--- src/design/assert_macros.svh ---
// Assertion macros shared by the escape decoder RTL.
// Clocked on clk, disabled while rst_n is low.
`ifndef ASSERT_MACROS_SVH
`define ASSERT_MACROS_SVH

// label: property must hold at every clock edge out of reset
`define ASSERT_CLK(label, prop, msg) \
    label: assert property (@(posedge clk) disable iff (!rst_n) (prop)) else $error(msg);

// label: condition must never be true at a clock edge out of reset
`define ASSERT_NEVER(label, cond, msg) \
    label: assert property (@(posedge clk) disable iff (!rst_n) !(cond)) else $error(msg);

`endif

--- src/design/cssd_pkg.sv ---
// Shared types, codes and UTF-8 helpers of the CSS escape decoder.
// No dependencies.
package cssd_pkg;

    localparam int QDEPTH = 4;

    localparam logic [2:0] MODE_NORMAL  = 3'd0;
    localparam logic [2:0] MODE_BSL     = 3'd1;
    localparam logic [2:0] MODE_HEX     = 3'd2;
    localparam logic [2:0] MODE_CR      = 3'd3;
    localparam logic [2:0] MODE_SWALLOW = 3'd4;

    localparam logic [7:0] CH_BSL = 8'h5C;
    localparam logic [7:0] CH_TAB = 8'h09;
    localparam logic [7:0] CH_LF  = 8'h0A;
    localparam logic [7:0] CH_FF  = 8'h0C;
    localparam logic [7:0] CH_CR  = 8'h0D;
    localparam logic [7:0] CH_SP  = 8'h20;

    localparam logic [23:0] CP_MAX     = 24'h10FFFF;
    localparam logic [23:0] CP_SUR_LO  = 24'h00D800;
    localparam logic [23:0] CP_SUR_HI  = 24'h00DFFF;
    localparam logic [20:0] CP_REPLACE = 21'h00FFFD;

    localparam logic [7:0] LEAD2 = 8'hC0;
    localparam logic [7:0] LEAD3 = 8'hE0;
    localparam logic [7:0] LEAD4 = 8'hF0;
    localparam logic [7:0] CONT  = 8'h80;

    // one decoded input byte: code point bytes first, then a plain byte
    typedef struct packed {
        logic [20:0] cp;
        logic [2:0]  cp_len;
        logic        plain_v;
        logic [7:0]  plain;
        logic        last;
    } cmd_t;

    function automatic logic [7:0] utf8_byte(input logic [20:0] cp, input logic [2:0] len,
                                             input logic [2:0] idx);
        logic [7:0] r;
        r = cp[7:0];
        case (len)
            3'd2:
                r = (idx == 3'd0) ? (LEAD2 | {3'b000, cp[10:6]}) : (CONT | {2'b00, cp[5:0]});
            3'd3:
                case (idx)
                    3'd0:    r = LEAD3 | {4'b0000, cp[15:12]};
                    3'd1:    r = CONT | {2'b00, cp[11:6]};
                    default: r = CONT | {2'b00, cp[5:0]};
                endcase
            3'd4:
                case (idx)
                    3'd0:    r = LEAD4 | {5'b00000, cp[20:18]};
                    3'd1:    r = CONT | {2'b00, cp[17:12]};
                    3'd2:    r = CONT | {2'b00, cp[11:6]};
                    default: r = CONT | {2'b00, cp[5:0]};
                endcase
            default: r = cp[7:0];
        endcase
        return r;
    endfunction

endpackage

--- src/design/cssd_front.sv ---
// Front end: accept raw bytes, track escape state, build decode commands.
// Depends on cssd_pkg and assert_macros.svh.
`include "assert_macros.svh"

module cssd_front (
    input  logic               clk,
    input  logic               rst_n,
    input  logic               in_valid,
    input  logic [7:0]         in_byte,
    input  logic               in_last,
    input  logic               q_full,
    output logic               in_ready,
    output logic               push,
    output cssd_pkg::cmd_t     cmd
);

    logic [2:0]  mode_reg, mode_next;
    logic [23:0] acc_reg, acc_next;
    logic [2:0]  cnt_reg, cnt_next;

    logic        accept;
    logic        is_hex, is_ws, do_normal, emit_cp;
    logic [3:0]  digit;
    logic [23:0] cp_raw, cp_shift;
    logic [20:0] cp_fix;
    logic [2:0]  cp_len;
    logic        plain_v;

    assign in_ready = !q_full;
    assign accept   = in_valid && in_ready;

    always_comb
    begin
        is_hex = 1'b1;
        digit  = in_byte[3:0];
        if (in_byte >= 8'h30 && in_byte <= 8'h39)
            digit = in_byte[3:0];
        else if (in_byte >= 8'h61 && in_byte <= 8'h66)
            digit = 4'(in_byte - 8'h57);
        else if (in_byte >= 8'h41 && in_byte <= 8'h46)
            digit = 4'(in_byte - 8'h37);
        else
            is_hex = 1'b0;
        is_ws = (in_byte == cssd_pkg::CH_TAB) || (in_byte == cssd_pkg::CH_LF) ||
                (in_byte == cssd_pkg::CH_FF) || (in_byte == cssd_pkg::CH_CR) ||
                (in_byte == cssd_pkg::CH_SP);
    end

    assign cp_shift = {acc_reg[19:0], digit};

    always_comb
    begin
        mode_next = mode_reg;
        acc_next  = acc_reg;
        cnt_next  = cnt_reg;
        emit_cp   = 1'b0;
        cp_raw    = acc_reg;
        do_normal = 1'b0;
        plain_v   = 1'b0;
        unique case (mode_reg)
            cssd_pkg::MODE_BSL:
            begin
                mode_next = cssd_pkg::MODE_NORMAL;
                if (in_byte == cssd_pkg::CH_LF || in_byte == cssd_pkg::CH_FF)
                    mode_next = cssd_pkg::MODE_NORMAL;
                else if (in_byte == cssd_pkg::CH_CR)
                    mode_next = cssd_pkg::MODE_CR;
                else if (is_hex)
                begin
                    acc_next  = {20'd0, digit};
                    cnt_next  = 3'd1;
                    mode_next = cssd_pkg::MODE_HEX;
                end
                else
                    plain_v = 1'b1;
            end
            cssd_pkg::MODE_HEX:
            begin
                if (is_hex)
                begin
                    acc_next = cp_shift;
                    cnt_next = cnt_reg + 3'd1;
                    if (cnt_reg >= 3'd5)
                    begin
                        emit_cp   = 1'b1;
                        cp_raw    = cp_shift;
                        acc_next  = '0;
                        cnt_next  = '0;
                        mode_next = cssd_pkg::MODE_SWALLOW;
                    end
                end
                else
                begin
                    emit_cp   = 1'b1;
                    acc_next  = '0;
                    cnt_next  = '0;
                    mode_next = cssd_pkg::MODE_NORMAL;
                    do_normal = !is_ws;
                end
            end
            cssd_pkg::MODE_CR:
            begin
                mode_next = cssd_pkg::MODE_NORMAL;
                do_normal = (in_byte != cssd_pkg::CH_LF);
            end
            cssd_pkg::MODE_SWALLOW:
            begin
                mode_next = cssd_pkg::MODE_NORMAL;
                do_normal = !is_ws;
            end
            default:
                do_normal = 1'b1;
        endcase

        if (do_normal)
        begin
            mode_next = cssd_pkg::MODE_NORMAL;
            if (in_byte == cssd_pkg::CH_BSL && !in_last)
                mode_next = cssd_pkg::MODE_BSL;
            else
                plain_v = 1'b1;
        end

        if (in_last)
        begin
            if (mode_next == cssd_pkg::MODE_HEX)
            begin
                emit_cp = 1'b1;
                cp_raw  = acc_next;
            end
            mode_next = cssd_pkg::MODE_NORMAL;
            acc_next  = '0;
            cnt_next  = '0;
        end
    end

    // replace invalid code points, size the UTF-8 sequence
    always_comb
    begin
        if (cp_raw == 24'd0 || cp_raw > cssd_pkg::CP_MAX ||
            (cp_raw >= cssd_pkg::CP_SUR_LO && cp_raw <= cssd_pkg::CP_SUR_HI))
            cp_fix = cssd_pkg::CP_REPLACE;
        else
            cp_fix = cp_raw[20:0];
        if (cp_fix <= 21'h7F)
            cp_len = 3'd1;
        else if (cp_fix <= 21'h7FF)
            cp_len = 3'd2;
        else if (cp_fix <= 21'hFFFF)
            cp_len = 3'd3;
        else
            cp_len = 3'd4;
    end

    assign cmd.cp      = cp_fix;
    assign cmd.cp_len  = emit_cp ? cp_len : 3'd0;
    assign cmd.plain_v = plain_v;
    assign cmd.plain   = in_byte;
    assign cmd.last    = in_last;
    assign push        = accept && (emit_cp || plain_v || in_last);

    always_ff @(posedge clk or negedge rst_n)
    begin
        if (!rst_n)
        begin
            mode_reg <= cssd_pkg::MODE_NORMAL;
            acc_reg  <= '0;
            cnt_reg  <= '0;
        end
        else if (accept)
        begin
            mode_reg <= mode_next;
            acc_reg  <= acc_next;
            cnt_reg  <= cnt_next;
        end
    end

    `ASSERT_CLK(a_last_resets_state, accept && in_last |=> mode_reg == cssd_pkg::MODE_NORMAL && cnt_reg == 3'd0 && acc_reg == 24'd0, "escape state not cleared at end of string")

endmodule

--- src/design/cssd_queue.sv ---
// Command queue between front and back end.
// Depends on cssd_pkg and assert_macros.svh.
`include "assert_macros.svh"

module cssd_queue (
    input  logic               clk,
    input  logic               rst_n,
    input  logic               push,
    input  cssd_pkg::cmd_t     wr_cmd,
    input  logic               pop,
    output cssd_pkg::cmd_t     rd_cmd,
    output logic               full,
    output logic               empty
);

    localparam int PW = $clog2(cssd_pkg::QDEPTH);
    localparam int CW = $clog2(cssd_pkg::QDEPTH + 1);

    cssd_pkg::cmd_t mem [cssd_pkg::QDEPTH];
    logic [PW-1:0]  wr_ptr_reg, rd_ptr_reg;
    logic [CW-1:0]  count_reg;

    assign full   = (count_reg == CW'(cssd_pkg::QDEPTH));
    assign empty  = (count_reg == '0);
    assign rd_cmd = mem[rd_ptr_reg];

    always_ff @(posedge clk)
    begin
        if (push)
            mem[wr_ptr_reg] <= wr_cmd;
    end

    always_ff @(posedge clk or negedge rst_n)
    begin
        if (!rst_n)
        begin
            wr_ptr_reg <= '0;
            rd_ptr_reg <= '0;
            count_reg  <= '0;
        end
        else
        begin
            if (push)
                wr_ptr_reg <= (wr_ptr_reg == PW'(cssd_pkg::QDEPTH - 1)) ? '0 : wr_ptr_reg + 1'b1;
            if (pop)
                rd_ptr_reg <= (rd_ptr_reg == PW'(cssd_pkg::QDEPTH - 1)) ? '0 : rd_ptr_reg + 1'b1;
            if (push && !pop)
                count_reg <= count_reg + 1'b1;
            else if (pop && !push)
                count_reg <= count_reg - 1'b1;
        end
    end

    `ASSERT_NEVER(a_no_push_full, push && full, "push into full command queue")
    `ASSERT_NEVER(a_no_pop_empty, pop && empty, "pop from empty command queue")

endmodule

--- src/design/cssd_back.sv ---
// Back end: expand each command into output beats, one beat per cycle while the sink is ready.
// Depends on cssd_pkg and assert_macros.svh.
`include "assert_macros.svh"

module cssd_back (
    input  logic               clk,
    input  logic               rst_n,
    input  cssd_pkg::cmd_t     cmd,
    input  logic               empty,
    output logic               pop,
    output logic               out_valid,
    input  logic               out_ready,
    output logic [7:0]         out_byte,
    output logic               byte_valid,
    output logic               end_of_string,
    output logic               last_of_run
);

    logic [2:0] idx_reg, idx_next;
    logic       valid_reg, valid_next;
    logic [7:0] byte_reg, byte_next;
    logic       bv_reg, bv_next;
    logic       eos_reg, eos_next;
    logic       lor_reg, lor_next;

    logic [2:0] total;
    logic       marker, at_end, advance;

    assign total   = cmd.cp_len + {2'b00, cmd.plain_v};
    assign marker  = (total == 3'd0);
    assign at_end  = marker || (idx_reg == total - 3'd1);
    assign advance = !empty && (!valid_reg || out_ready);
    assign pop     = advance && at_end;

    always_comb
    begin
        idx_next   = idx_reg;
        valid_next = valid_reg;
        byte_next  = byte_reg;
        bv_next    = bv_reg;
        eos_next   = eos_reg;
        lor_next   = lor_reg;
        if (advance)
        begin
            valid_next = 1'b1;
            idx_next   = at_end ? 3'd0 : idx_reg + 3'd1;
            bv_next    = !marker;
            lor_next   = at_end;
            eos_next   = at_end && cmd.last;
            if (marker)
                byte_next = 8'h00;
            else if (idx_reg < cmd.cp_len)
                byte_next = cssd_pkg::utf8_byte(cmd.cp, cmd.cp_len, idx_reg);
            else
                byte_next = cmd.plain;
        end
        else if (out_ready)
            valid_next = 1'b0;
    end

    always_ff @(posedge clk or negedge rst_n)
    begin
        if (!rst_n)
        begin
            idx_reg   <= '0;
            valid_reg <= 1'b0;
        end
        else
        begin
            idx_reg   <= idx_next;
            valid_reg <= valid_next;
        end
    end

    always_ff @(posedge clk)
    begin
        byte_reg <= byte_next;
        bv_reg   <= bv_next;
        eos_reg  <= eos_next;
        lor_reg  <= lor_next;
    end

    assign out_valid     = valid_reg;
    assign out_byte      = byte_reg;
    assign byte_valid    = bv_reg;
    assign end_of_string = eos_reg;
    assign last_of_run   = lor_reg;

    `ASSERT_CLK(a_idx_idle_zero, empty |-> idx_reg == 3'd0, "beat index left mid-command with queue empty")

endmodule

--- src/design/css_escape_to_utf8_decoder_unit.sv ---
// CSS identifier escape decoder. Takes one raw identifier byte per input beat (tlast marks the
// final byte of a string) and returns the decoded bytes, escaped code points as UTF-8. The front
// end accepts one input beat per cycle while its 4-entry command queue has room; the back end
// sends one output beat per cycle while the sink is ready, and a byte yields 0 to 5 beats (one
// for an end-of-string marker). A byte that yields nothing costs no back-end time. The first
// output of a byte is registered in the command queue, then in the back-end output register.
// Depends on cssd_pkg, cssd_front, cssd_queue, cssd_back.
module css_escape_to_utf8_decoder_unit (
    input  logic       clk,
    input  logic       rst_n,
    input  logic       s_axis_tvalid,
    output logic       s_axis_tready,
    input  logic [7:0] s_axis_tdata,   // [7:0] in_byte
    input  logic       s_axis_tlast,   // in_last
    output logic       m_axis_tvalid,
    input  logic       m_axis_tready,
    output logic [7:0] m_axis_tdata,   // [7:0] out_byte
    output logic [1:0] m_axis_tuser,   // [0] byte_valid, [1] last_of_run
    output logic       m_axis_tlast    // end_of_string
);

    cssd_pkg::cmd_t wr_cmd, rd_cmd;
    logic           push, pop, full, empty;
    logic           byte_valid, last_of_run;

    cssd_front u_front (
        .clk      (clk),
        .rst_n    (rst_n),
        .in_valid (s_axis_tvalid),
        .in_byte  (s_axis_tdata),
        .in_last  (s_axis_tlast),
        .q_full   (full),
        .in_ready (s_axis_tready),
        .push     (push),
        .cmd      (wr_cmd)
    );

    cssd_queue u_queue (
        .clk    (clk),
        .rst_n  (rst_n),
        .push   (push),
        .wr_cmd (wr_cmd),
        .pop    (pop),
        .rd_cmd (rd_cmd),
        .full   (full),
        .empty  (empty)
    );

    cssd_back u_back (
        .clk           (clk),
        .rst_n         (rst_n),
        .cmd           (rd_cmd),
        .empty         (empty),
        .pop           (pop),
        .out_valid     (m_axis_tvalid),
        .out_ready     (m_axis_tready),
        .out_byte      (m_axis_tdata),
        .byte_valid    (byte_valid),
        .end_of_string (m_axis_tlast),
        .last_of_run   (last_of_run)
    );

    assign m_axis_tuser = {last_of_run, byte_valid};

endmodule

--- config.mk ---
export PLATFORM = sky130hd
export DESIGN_NAME = css_escape_to_utf8_decoder_unit
export DESIGN_NICKNAME = d
export VERILOG_FILES = /design/src/design/cssd_pkg.sv /design/src/design/cssd_front.sv /design/src/design/cssd_queue.sv /design/src/design/cssd_back.sv /design/src/design/css_escape_to_utf8_decoder_unit.sv
export VERILOG_INCLUDE_DIRS = /design/src /design/src/design
export SDC_FILE = /design/constraint.sdc
export NUM_CORES = 1
export LEC_CHECK = 0
export ABC_AREA = 1
export BUFFER_PORTS_ARGS = -buffer_cell sky130_fd_sc_hd__buf_4
export CAP_MARGIN = 0
export CORE_UTILIZATION = 45
export CTS_CLUSTER_DIAMETER = 80
export DETAILED_ROUTE_END_ITERATION = 6
export PLACE_DENSITY = 0.66
export SLEW_MARGIN = 20
export SYNTH_ARGS = -nofsm -noshare
export SYNTH_HDL_FRONTEND = slang
export SYNTH_SLANG_ARGS = --single-unit
--- constraint.sdc ---
create_clock -name clk -period 11.8 [get_ports clk]
set_input_delay 1.77 -clock clk [delete_from_list [all_inputs] [get_ports clk]]
set_output_delay 1.77 -clock clk [all_outputs]
set_load 0.005 [all_outputs]
==> flow_summary.toml, run 1 <==
[sta]
fmax_mhz = 187
finalSetupViolCount = 0
finalCriticalPeriod_ns = 5.36
skew_ns = 0.0100
rsz0062_at_grt = "false"
fin_setup_tns_ns = 0
relSlewSlack_pct = 42.6
worstMarginPinSlew_ns = 0.856
hold_viol_final = 0
drv_slew = 0
whs_ns = 0.513
finalCritPeriodShare_pct = 45.4

[detailed_routing]
dr.max_layer_used = "met4"
dr_wl_met3_um = 1450
wirelength_um = 23200
drtIter0Drc = 676
vias_per_cell = 5.51
num_vias = 7574
wl_met2_um = 10600
wire_per_inst_um = 16.9
wl_met1_um = 10600
drtAntennaViolNets = 0
drc = 0
drt-pass1-iter-count = 7

[clocking]
clk_pin_slew_worst_paths_ns = 0.07
ctsHoldBuffers = 0
htree_levels = 4
cts_tree = "yes"
cts_buffer_depth = 2
clk_latency_ns = 0.43
root_buffer = "clkbuf_16"
numCtsBuffers = 17
cts_sinks = 188
cts_setup_buffers = 0
cts_resized = 0

[setup_path]
arrival_ns = 5.48
critPathCaptureType = "register"
critPathKind = "in -> reg"
critPathMaxStageDelay_ns = 0.64
path_buf_inv = 4
path_cells = "buf_4, inv_1, ha_1, inv_1, o21ai_0, o21ai_1, nand3_4, nand2_2, nand2_2, a21oi_4, nand2_1, nand2_1, nor2_2, nand2_2, nor2_2, nand3_2, nand3_2, inv_2, nand3_1"
r2r_slack_ns = 6.99
startpoint_type = "primary input"
critical_path.most_common_cell = "nand2_2"
path_delay_family = "simple AND/OR/NAND/NOR gates"
cp_max_fo = 47
cp_slowest_cell = "nand2_2"
cp.required_ns = 11.92

[logic_synthesis]
netlist_area_mm2 = 0.00991
synth_nets = 1119
yosys_warnings = 0
synthTopCellsByCount = "nand2_1 (281), edfxtp_1 (147), inv_1 (94)"
synth_area_leader_cell = "edfxtp_1"
synth_area_leaders = "edfxtp_1 (45%), nand2_1 (11%), dfrtp_1 (10%)"
yosysMostFrequentCell = "nand2_1"
syn_inst = 1083
yosysTopAreaCellShare_pct = 44.5
synth_flop_cell = "edfxtp_1"
synthArstFlopShare_pct = 21.8
ys_seq_elements = 188
synth.distinct_cells = 51
seq_area_frac_synth_pct = 54.9
synth_edf_count = 147
syn_area_per_cell_um2 = 9.15

[final_layout]
final_nets = 1122
diodes = 0
largest_reg_flops = 136
drive_gt1_share_pct = 10.4
syn2layout_area_growth_pct = 9.66

[floorplanning]
fp.dieArea_mm2 = 0.0226
dieHeight_um = 150
die_x_um = 150
core_mm2 = 0.0213
num_rows = 53
ioPinCount = 26
initial_core_util_pct = 46.6

[global_routing]
grt.total_usage_pct = 21.9
grt_pass1_wl_um = 37300
grt_pass1_vias = 7105
overflow = 0
grt_antenna_before_repair = 0
grt_max_degree = 73

[pwr]
combPwrFrac_pct = 41.2
max-vdd-ir-drop_mv = 0.149
p_leak_nw = 4.16
fin_total_pwr_mw = 2.50
clockPowerShare_pct = 23.2
swShare_pct = 40.1
p_per_area_mw_per_mm2 = 230
intPower_mw = 1.50
pwr-share-seq_pct = 35.5
p_sw_mw = 1.00

[run_status]
outcome = "completed"

[placed_design]
dp_hpwl_um = 15500
gp_congestion = 0.888
io_buffers = 25

[job]
drv_cap = 0

[min_path]
worstHoldPathType = "reg -> reg"
[metrics by stage]
step | std cells | utilization [%] | instance area, µm² | setup WS [ns]
3_5_place_dp | 1342 | 48.2 | 10300 | 6.02
5_1_grt | 1374 | 51.1 | 10900 | 5.99
3_3_place_gp | 1342 | 48.2 | 10300 | 6.14
2_1_floorplan | 1083 | - | 9910 | 6.62
6_report | 1374 | 51.1 | 10900 | 6.44
4_1_cts | 1374 | 51.1 | 10900 | 6.46
[placed cells by master (no fill, tap or decap), types with 2 or more instances in the layout]
master     netlist  routed
a31oi_1          3       3
a21oi_1         46      46
dfrtp_1         41      40
xor2_1           3       3
o31ai_1          4       4
inv_1           94      93
buf_4            8      35
clkbuf_16        0      17
nor2_1          83      79
o21ai_0         86      86
xnor2_1          2       2
nand3_2          8       8
or2_2            2       2
nand2_1        281     281
clkinv_4         0       4
inv_8            0       4
o21ai_1         22      22
nor3_1           6       6
nand2_2          6       6
a32oi_1          3       3
edfxtp_1       147     147
a21oi_2          2       2
clkinv_1         3       4
inv_2            8       9
inv_6            0       3
nand3_1         72      72
bufinv_16        0       2
nor2_2           6       6
nand2_4          4       4
a32o_1          12      12
o211ai_1         4       4
ha_1            22      22
nor2_4           1       5
a221oi_1         4       4
o22ai_1         23      23
o2111ai_1        5       5
nand4_1         14      14
[layer usage]
metal,up-vias,global-route usage [%]
met2,242,34.6
met3,40,5.12
li1,3738,-
met4,0,8.28
met5,-,0
met1,3554,29.2
[logic make-up after synthesis]
| group | after synthesis | synth area share (%) |
|---|---|---|
| simple gates | 486 | 21.3 |
| compound gates | 224 | 13.5 |
| flops | 188 | 54.9 |
| buf+inv | 156 | 6.84 |
| fa+ha+maj | 23 | 2.98 |
| xor+xnor | 5 | 0.442 |
| mux | 1 | 0.101 |
[worst paths after layout]
check | start | endpoint | cells past startpoint
max | s_axis_tdata[0] | u_queue.mem[3][13] | 19
min | u_front.acc_reg[20] | u_front.acc_reg[20] | 2
max reg2reg | u_queue.rd_ptr_reg[0] | u_queue.count_reg[1] | 22
min reg2reg | u_front.acc_reg[20] | u_front.acc_reg[20] | 2
max in group asynchronous | rst_n | u_queue.rd_ptr_reg[0] | 1
min in group asynchronous | rst_n | u_front.acc_reg[15] | 1
[area by class of cell]
class | count | area (µm²)
Inverter | 105 | 394
Fill cell | 1898 | 10400
Clock inverter | 15 | 178
Timing Repair Buffer | 35 | 263
Clock buffer | 17 | 425
Sequential cell | 188 | 5440
Multi-Input combinational cell | 739 | 3820
Tap cell | 275 | 344
[power by group through the flow]
stage | Combinational (mW) | Clock [mW] | Sequential [mW]
2_1_floorplan | 0.704 | 0 | 0.903
3_3_place_gp | 1.01 | 0 | 0.901
3_5_place_dp | 1.02 | 0 | 0.904
4_1_cts | 1.03 | 0.593 | 0.890
5_1_grt | 1.16 | 0.617 | 0.899
6_report | 1.03 | 0.582 | 0.890
[worst register-to-register path, cell delays in order, from the launching register on]
cell	delay, ns
dfrtp_2	0.34
buf_4	0.58
inv_2	0.50
nand2_1	0.17
nand3_1	0.07
nand2_1	0.16
inv_1	0.09
ha_1	0.18
ha_1	0.27
inv_1	0.04
ha_1	0.17
ha_1	0.30
a221oi_1	0.30
nand2_1	0.08
nand2_1	0.13
inv_1	0.10
nor2_1	0.29
inv_1	0.09
ha_1	0.18
inv_1	0.10
fa_1	0.42
nor2_1	0.10
a21oi_1	0.04
Power figures use the tool's default switching activity.
==> inputs of run 2 (changes only) <==
==> constraint.sdc (replaced) <==
create_clock -name clk -period 5.33 [get_ports clk]
set_input_delay 0.7995 -clock clk [delete_from_list [all_inputs] [get_ports clk]]
set_output_delay 0.7995 -clock clk [all_outputs]
set_load 0.005 [all_outputs]
==> run 2 against run 1 <==
  * Sequential share of layout area is 0.18 points higher
  * Sequential power is 120% higher
  * Register-to-register slack worse by 5.8 ns
  * Count of clock-buffer cells in the layout is 1 higher
  * Routed wire length is 2.4% higher
  * Core utilization is 0.18 points lower
  * Global-route usage is 0.50 points higher
  * Via count is 2.0% higher
  * Highest routed layer unchanged
==> flow_summary.toml, run 2 (synthesized netlist as in run 1, its figures left out) <==
[run_status]
outcome = "completed"

[setup_path]
cp_slowest_cell = "a21oi_4"
critPathKind = "in -> reg"
critPathCaptureType = "register"
cp.required_ns = 5.56
rr_worst_depth = 22
critPathMaxStageDelay_ns = 0.69
cp_max_fo = 24
startpoint_type = "primary input"
arrival_ns = 4.43
critical_path.most_common_cell = "nand3_2"
path_cells = "buf_4, inv_1, ha_1, inv_1, o21ai_0, o21ai_1, nand3_4, nand3_2, a21oi_4, nand2_1, nand2_1, nor2_2, nand2_2, nor2_2, nand3_2, nand3_2, inv_2, o21ai_2, nor2_1"

[floorplanning]
core_mm2 = 0.0213
num_rows = 53
fp.dieArea_mm2 = 0.0226
initial_core_util_pct = 46.6
ioPinCount = 26
die_x_um = 150
dieHeight_um = 150

[placed_design]
io_buffers = 25
dp_slack_ns = 0.746
placed_cell_area_mm2 = 0.0103
dp_hpwl_um = 16300
gp_congestion = 0.878
dp.cells = 1346

[detailed_routing]
wirelength_um = 23800
drtAntennaViolNets = 0
wire_per_inst_um = 17.3
vias_per_cell = 5.62
drc = 0
drtIter0Drc = 490
num_vias = 7728
drt-pass1-iter-count = 5

[final_layout]
final_common_cell = "nand2_1"
finalInstanceArea_mm2 = 0.0108
stdcell_count = 1376
final_cell_mix = "nand2_1 (281), edfxtp_1 (147), inv_1 (93), o21ai_0 (86), nor2_1 (79)"
syn2layout_area_growth_pct = 9.27
diodes = 0
largest_reg_flops = 136
drive_gt1_share_pct = 10.5
final_util_pct = 50.9
final_nets = 1126

[global_routing]
grt.total_usage_pct = 22.4
grt_pass1_vias = 7281
grt_pass1_wl_um = 38100
overflow = 0
grt_antenna_before_repair = 0
grt_max_degree = 51

[sta]
relSlewSlack_pct = 45.4
fmax_mhz = 238
hold_viol_final = 0
whs_ns = 0.365
finalSetupViolCount = 0
worstMarginPinSlew_ns = 0.817
finalCritPeriodShare_pct = 78.8
drv_slew = 0
setup_slack_ns = 1.13
finalCriticalPeriod_ns = 4.20
fin_setup_tns_ns = 0
rsz0062_at_grt = "false"
skew_ns = 0.0100

[clocking]
cts_tree = "yes"
htree_levels = 4
ctsHoldBuffers = 0
cts_setup_buffers = 0
clk_pin_slew_worst_paths_ns = 0.07
cts_resized = 0
cts_buffer_depth = 2
root_buffer = "clkbuf_16"
clk_latency_ns = 0.43
numCtsBuffers = 17
cts_sinks = 188

[job]
drv_cap = 0

[pwr]
fin_total_pwr_mw = 5.40
p_leak_nw = 4.13
p_per_area_mw_per_mm2 = 499
max-vdd-ir-drop_mv = 0.289

[min_path]
worstHoldPathType = "in -> async"
run 2: changes by cell type in the layout (fill, tap and decap cells not counted):
| cell | before | now |
|---|---|---|
| clkinv_2 | 0 | 2 |
| buf_12 | 0 | 1 |
| buf_4 | 35 | 38 |
| clkinv_4 | 4 | 1 |
| bufinv_16 | 2 | 0 |
| inv_8 | 4 | 0 |
| clkinv_1 | 4 | 3 |
| clkinvlp_4 | 1 | 4 |
| inv_6 | 3 | 5 |
| clkbuf_1 | 0 | 1 |
run 2: critical path: cells and delay by family:
kind / cells / cell delay (ns)
buffers and inverters: 4 / 0.60
and+or+nand+nor: 10 / 1.68
adders and majority gates: 1 / 0.21
AOI/OAI and AO/OA: 4 / 1.10
run 2: where the power goes:
part | switching [mW] | internal [mW] | total (mW)
clock | 0.541 | 0.597 | 1.14
sequential | 0.0933 | 1.89 | 1.99
combinational | 1.54 | 0.731 | 2.28
run 2: path summary, 6_finish.rpt:
path | start | to | slack, ns
max in group asynchronous | rst_n | u_queue.rd_ptr_reg[0] | 4.52
hold / removal | rst_n | u_front.acc_reg[6] | 0.36
min in group clk | u_front.acc_reg[21] | u_front.acc_reg[21] | 0.51
setup reg to reg | u_queue.rd_ptr_reg[0] | u_queue.count_reg[2] | 1.18
hold reg to reg | u_front.acc_reg[21] | u_front.acc_reg[21] | 0.51
setup / recovery | s_axis_tdata[1] | u_queue.mem[0][12] | 1.13
run 2: layout make-up:
class,count,area [µm²]
fill,1921,10500
sequential,188,5440
multi-input combinational,739,3820
clock buffer,18,429
inverter,105,394
tap,275,344
timing repair buffer,39,305
clock inverter,12,92.6
run 2: metal layers:
layer  GRT usage [%]  part of all wire (%)
met5               0                     0
met4            8.08                   2.1
met1            29.9                    44
met2            36.2                    48
met3            4.24                   5.6
==> inputs of run 3 (changes only) <==
--- a/config.mk
+++ b/config.mk
@@ -12,7 +12,7 @@
 export CORE_UTILIZATION = 45
 export CTS_CLUSTER_DIAMETER = 80
 export DETAILED_ROUTE_END_ITERATION = 6
-export PLACE_DENSITY = 0.66
+export PLACE_DENSITY = 0.68
 export SLEW_MARGIN = 20
 export SYNTH_ARGS = -nofsm -noshare
 export SYNTH_HDL_FRONTEND = slang
==> constraint.sdc (replaced) <==
create_clock -name clk -period 3.7 [get_ports clk]
set_input_delay 0.555 -clock clk [delete_from_list [all_inputs] [get_ports clk]]
set_output_delay 0.555 -clock clk [all_outputs]
set_load 0.005 [all_outputs]
==> run 3 against run 2 <==
  * Via count down 0.16%
  * Clock skew up 0.0014 ns
  * Global-route usage down 0.14 points
  * Worst hold slack worse by 0.24 ns
  * First-iteration DRC count up 13%
  * Count of clock-buffer cells in the layout unchanged
  * Sequential power up 43%
  * Non-clock buffer count up 30
  * Routed wire length down 1.4%
  * Worst setup slack worse by 0.97 ns
  * Critical endpoint is now u_queue.count_reg[1]
==> flow_summary.toml, run 3 (synthesized netlist as in run 1, its figures left out) <==
[detailed_routing]
wire_per_inst_um = 16.6
wirelength_um = 23400
num_vias = 7716
drtIter0Drc = 554
drtAntennaViolNets = 0
vias_per_cell = 5.48
drc = 0
drt-pass1-iter-count = 5

[pwr]
p_leak_nw = 4.35
pwr-share-seq_pct = 35.2
p_per_area_mw_per_mm2 = 724
combPwrFrac_pct = 43.8
p_sw_mw = 3.24
swShare_pct = 39.9
fin_total_pwr_mw = 8.12
clockPowerShare_pct = 21.0
max-vdd-ir-drop_mv = 0.384
intPower_mw = 4.88

[floorplanning]
fp.dieArea_mm2 = 0.0226
num_rows = 53
ioPinCount = 26
initial_core_util_pct = 46.6
die_x_um = 150
dieHeight_um = 150
core_mm2 = 0.0213

[final_layout]
final_common_cell = "nand2_1"
final_cell_mix = "nand2_1 (280), edfxtp_1 (147), inv_1 (91), o21ai_0 (85), nor2_1 (78)"
drive_gt1_share_pct = 13.9
register_area_mm2 = 0.00544
largest_reg_flops = 136
diodes = 0
syn2layout_area_growth_pct = 13.2
final_nets = 1156
multi_input_area_mm2 = 0.00386
fillCellCount = 1890
final_util_pct = 52.7

[setup_path]
startpoint_type = "register"
cp.required_ns = 4.02
arrival_ns = 3.86
worstReg2RegStart = "u_queue.rd_ptr_reg[0]"
critPathCaptureType = "register"
r2r_end = "u_queue.count_reg[1]"
cp_max_fo = 10
critPathKind = "reg -> reg"
r2r_slack_ns = 0.16
rr_worst_depth = 20

[sta]
finalSetupViolCount = 0
worstMarginPinSlew_ns = 0.656
relSlewSlack_pct = 56.3
hold_viol_final = 0
finalCritPeriodShare_pct = 95.7
skew_ns = 0.0114
setup_slack_ns = 0.161
drv_slew = 0
fmax_mhz = 283
finalCriticalPeriod_ns = 3.54

[placed_design]
io_buffers = 25
dp_hpwl_um = 16000
gp_congestion = 0.902
dp_slack_ns = -0.0240

[clocking]
clk_latency_ns = 0.43
cts_tree = "yes"
htree_levels = 4
cts_buffer_depth = 2
numCtsBuffers = 17
cts_sinks = 188
clk_pin_slew_worst_paths_ns = 0.07
ctsHoldBuffers = 0
root_buffer = "clkbuf_16"

[global_routing]
grt_pass1_wl_um = 38100
grt_max_degree = 64
grt_pass1_vias = 7356
overflow = 0
grt_antenna_before_repair = 0
grt.total_usage_pct = 22.2

[min_path]
worstHoldPathType = "in -> async"

[run_status]
outcome = "completed"

[job]
drv_cap = 0
## run 3: cell count changes in the layout (fill, tap and decap cells not counted), moves of 2 or more
cell / before / now
buf_12: 1 / 8
buf_4: 38 / 60
clkinv_2: 2 / 5
clkinvlp_4: 4 / 1
inv_1: 93 / 91
inv_6: 5 / 3
inv_8: 0 / 3
o22ai_1: 23 / 21
o22ai_2: 0 / 2
## run 3: critical path, stage by stage, from the launching register on
cell	delay [ns]
dfrtp_2	0.45
inv_4	0.08
o21ai_0	0.21
o22ai_2	0.13
ha_1	0.22
ha_1	0.27
inv_1	0.04
ha_1	0.20
ha_4	0.29
o22ai_2	0.07
a221oi_2	0.19
nand2_1	0.09
nand2_1	0.13
inv_2	0.07
nor2_2	0.11
inv_1	0.05
ha_1	0.17
inv_1	0.10
fa_1	0.42
nor2_1	0.10
a21oi_1	0.04
## run 3: power by group through the flow
stage	clock [mW]	combinational, mW	sequential (mW)
floorplan	0	2.30	2.88
global placement	0	3.29	2.88
detailed placement	0	3.36	2.89
CTS	1.73	3.39	2.85
global route	1.82	3.99	2.88
finish	1.70	3.56	2.85
## run 3: how the worst max path moves through the flow
stage | to | cells past startpoint | start | slack [ns]
finish | u_queue.count_reg[1] | 20 | u_queue.rd_ptr_reg[0] | 0.16
global route | u_queue.count_reg[2] | 21 | u_queue.rd_ptr_reg[0] | -0.04
CTS | u_queue.count_reg[1] | 21 | u_queue.rd_ptr_reg[0] | 0.05
detailed placement | u_queue.mem[3][24] | 18 | s_axis_tdata[1] | -0.02
global placement | u_queue.mem[3][24] | 19 | s_axis_tdata[0] | 0.04
floorplan | u_queue.mem[0][0] | 15 | s_axis_tdata[0] | -0.26
## run 3: stage by stage
stage / setup TNS, ns / hold WS (ns) / instance area [µm²] / cells
after floorplan: -35.74 / 0.259 / 9950 / 1083
after global placement: 0 / 0.490 / 10600 / 1372
after detailed placement: -0.0960 / 0.502 / 10600 / 1372
after CTS: 0 / 0.145 / 11100 / 1404
after global routing: -0.0620 / 0.166 / 11200 / 1408
final: 0 / 0.127 / 11200 / 1408
## run 3: routing by layer
metal  vias to the layer above  track usage, %  part of all wire, %
li1                       3815               -                    -
met1                      3631            30.7                   45
met2                       239            35.9                   47
met3                        31            3.64                  6.1
met4                         0            6.82                  2.0
met5                         -               0                    0
## run 3: final cells by class
cell class / instances / area share, %
Tap cell: 275 / 3.07
Timing Repair Buffer: 69 / 5.54
Clock inverter: 14 / 0.982
Sequential cell: 188 / 48.5
Multi-Input combinational cell: 739 / 34.4
Inverter: 105 / 3.54
Clock buffer: 18 / 3.92
## run 3: repair_timing
action,4_1_cts,5_1_grt
gates resized for setup,0,10
setup buffers,0,4
setup endpoints to repair,0,2
hold endpoints to repair,0,0
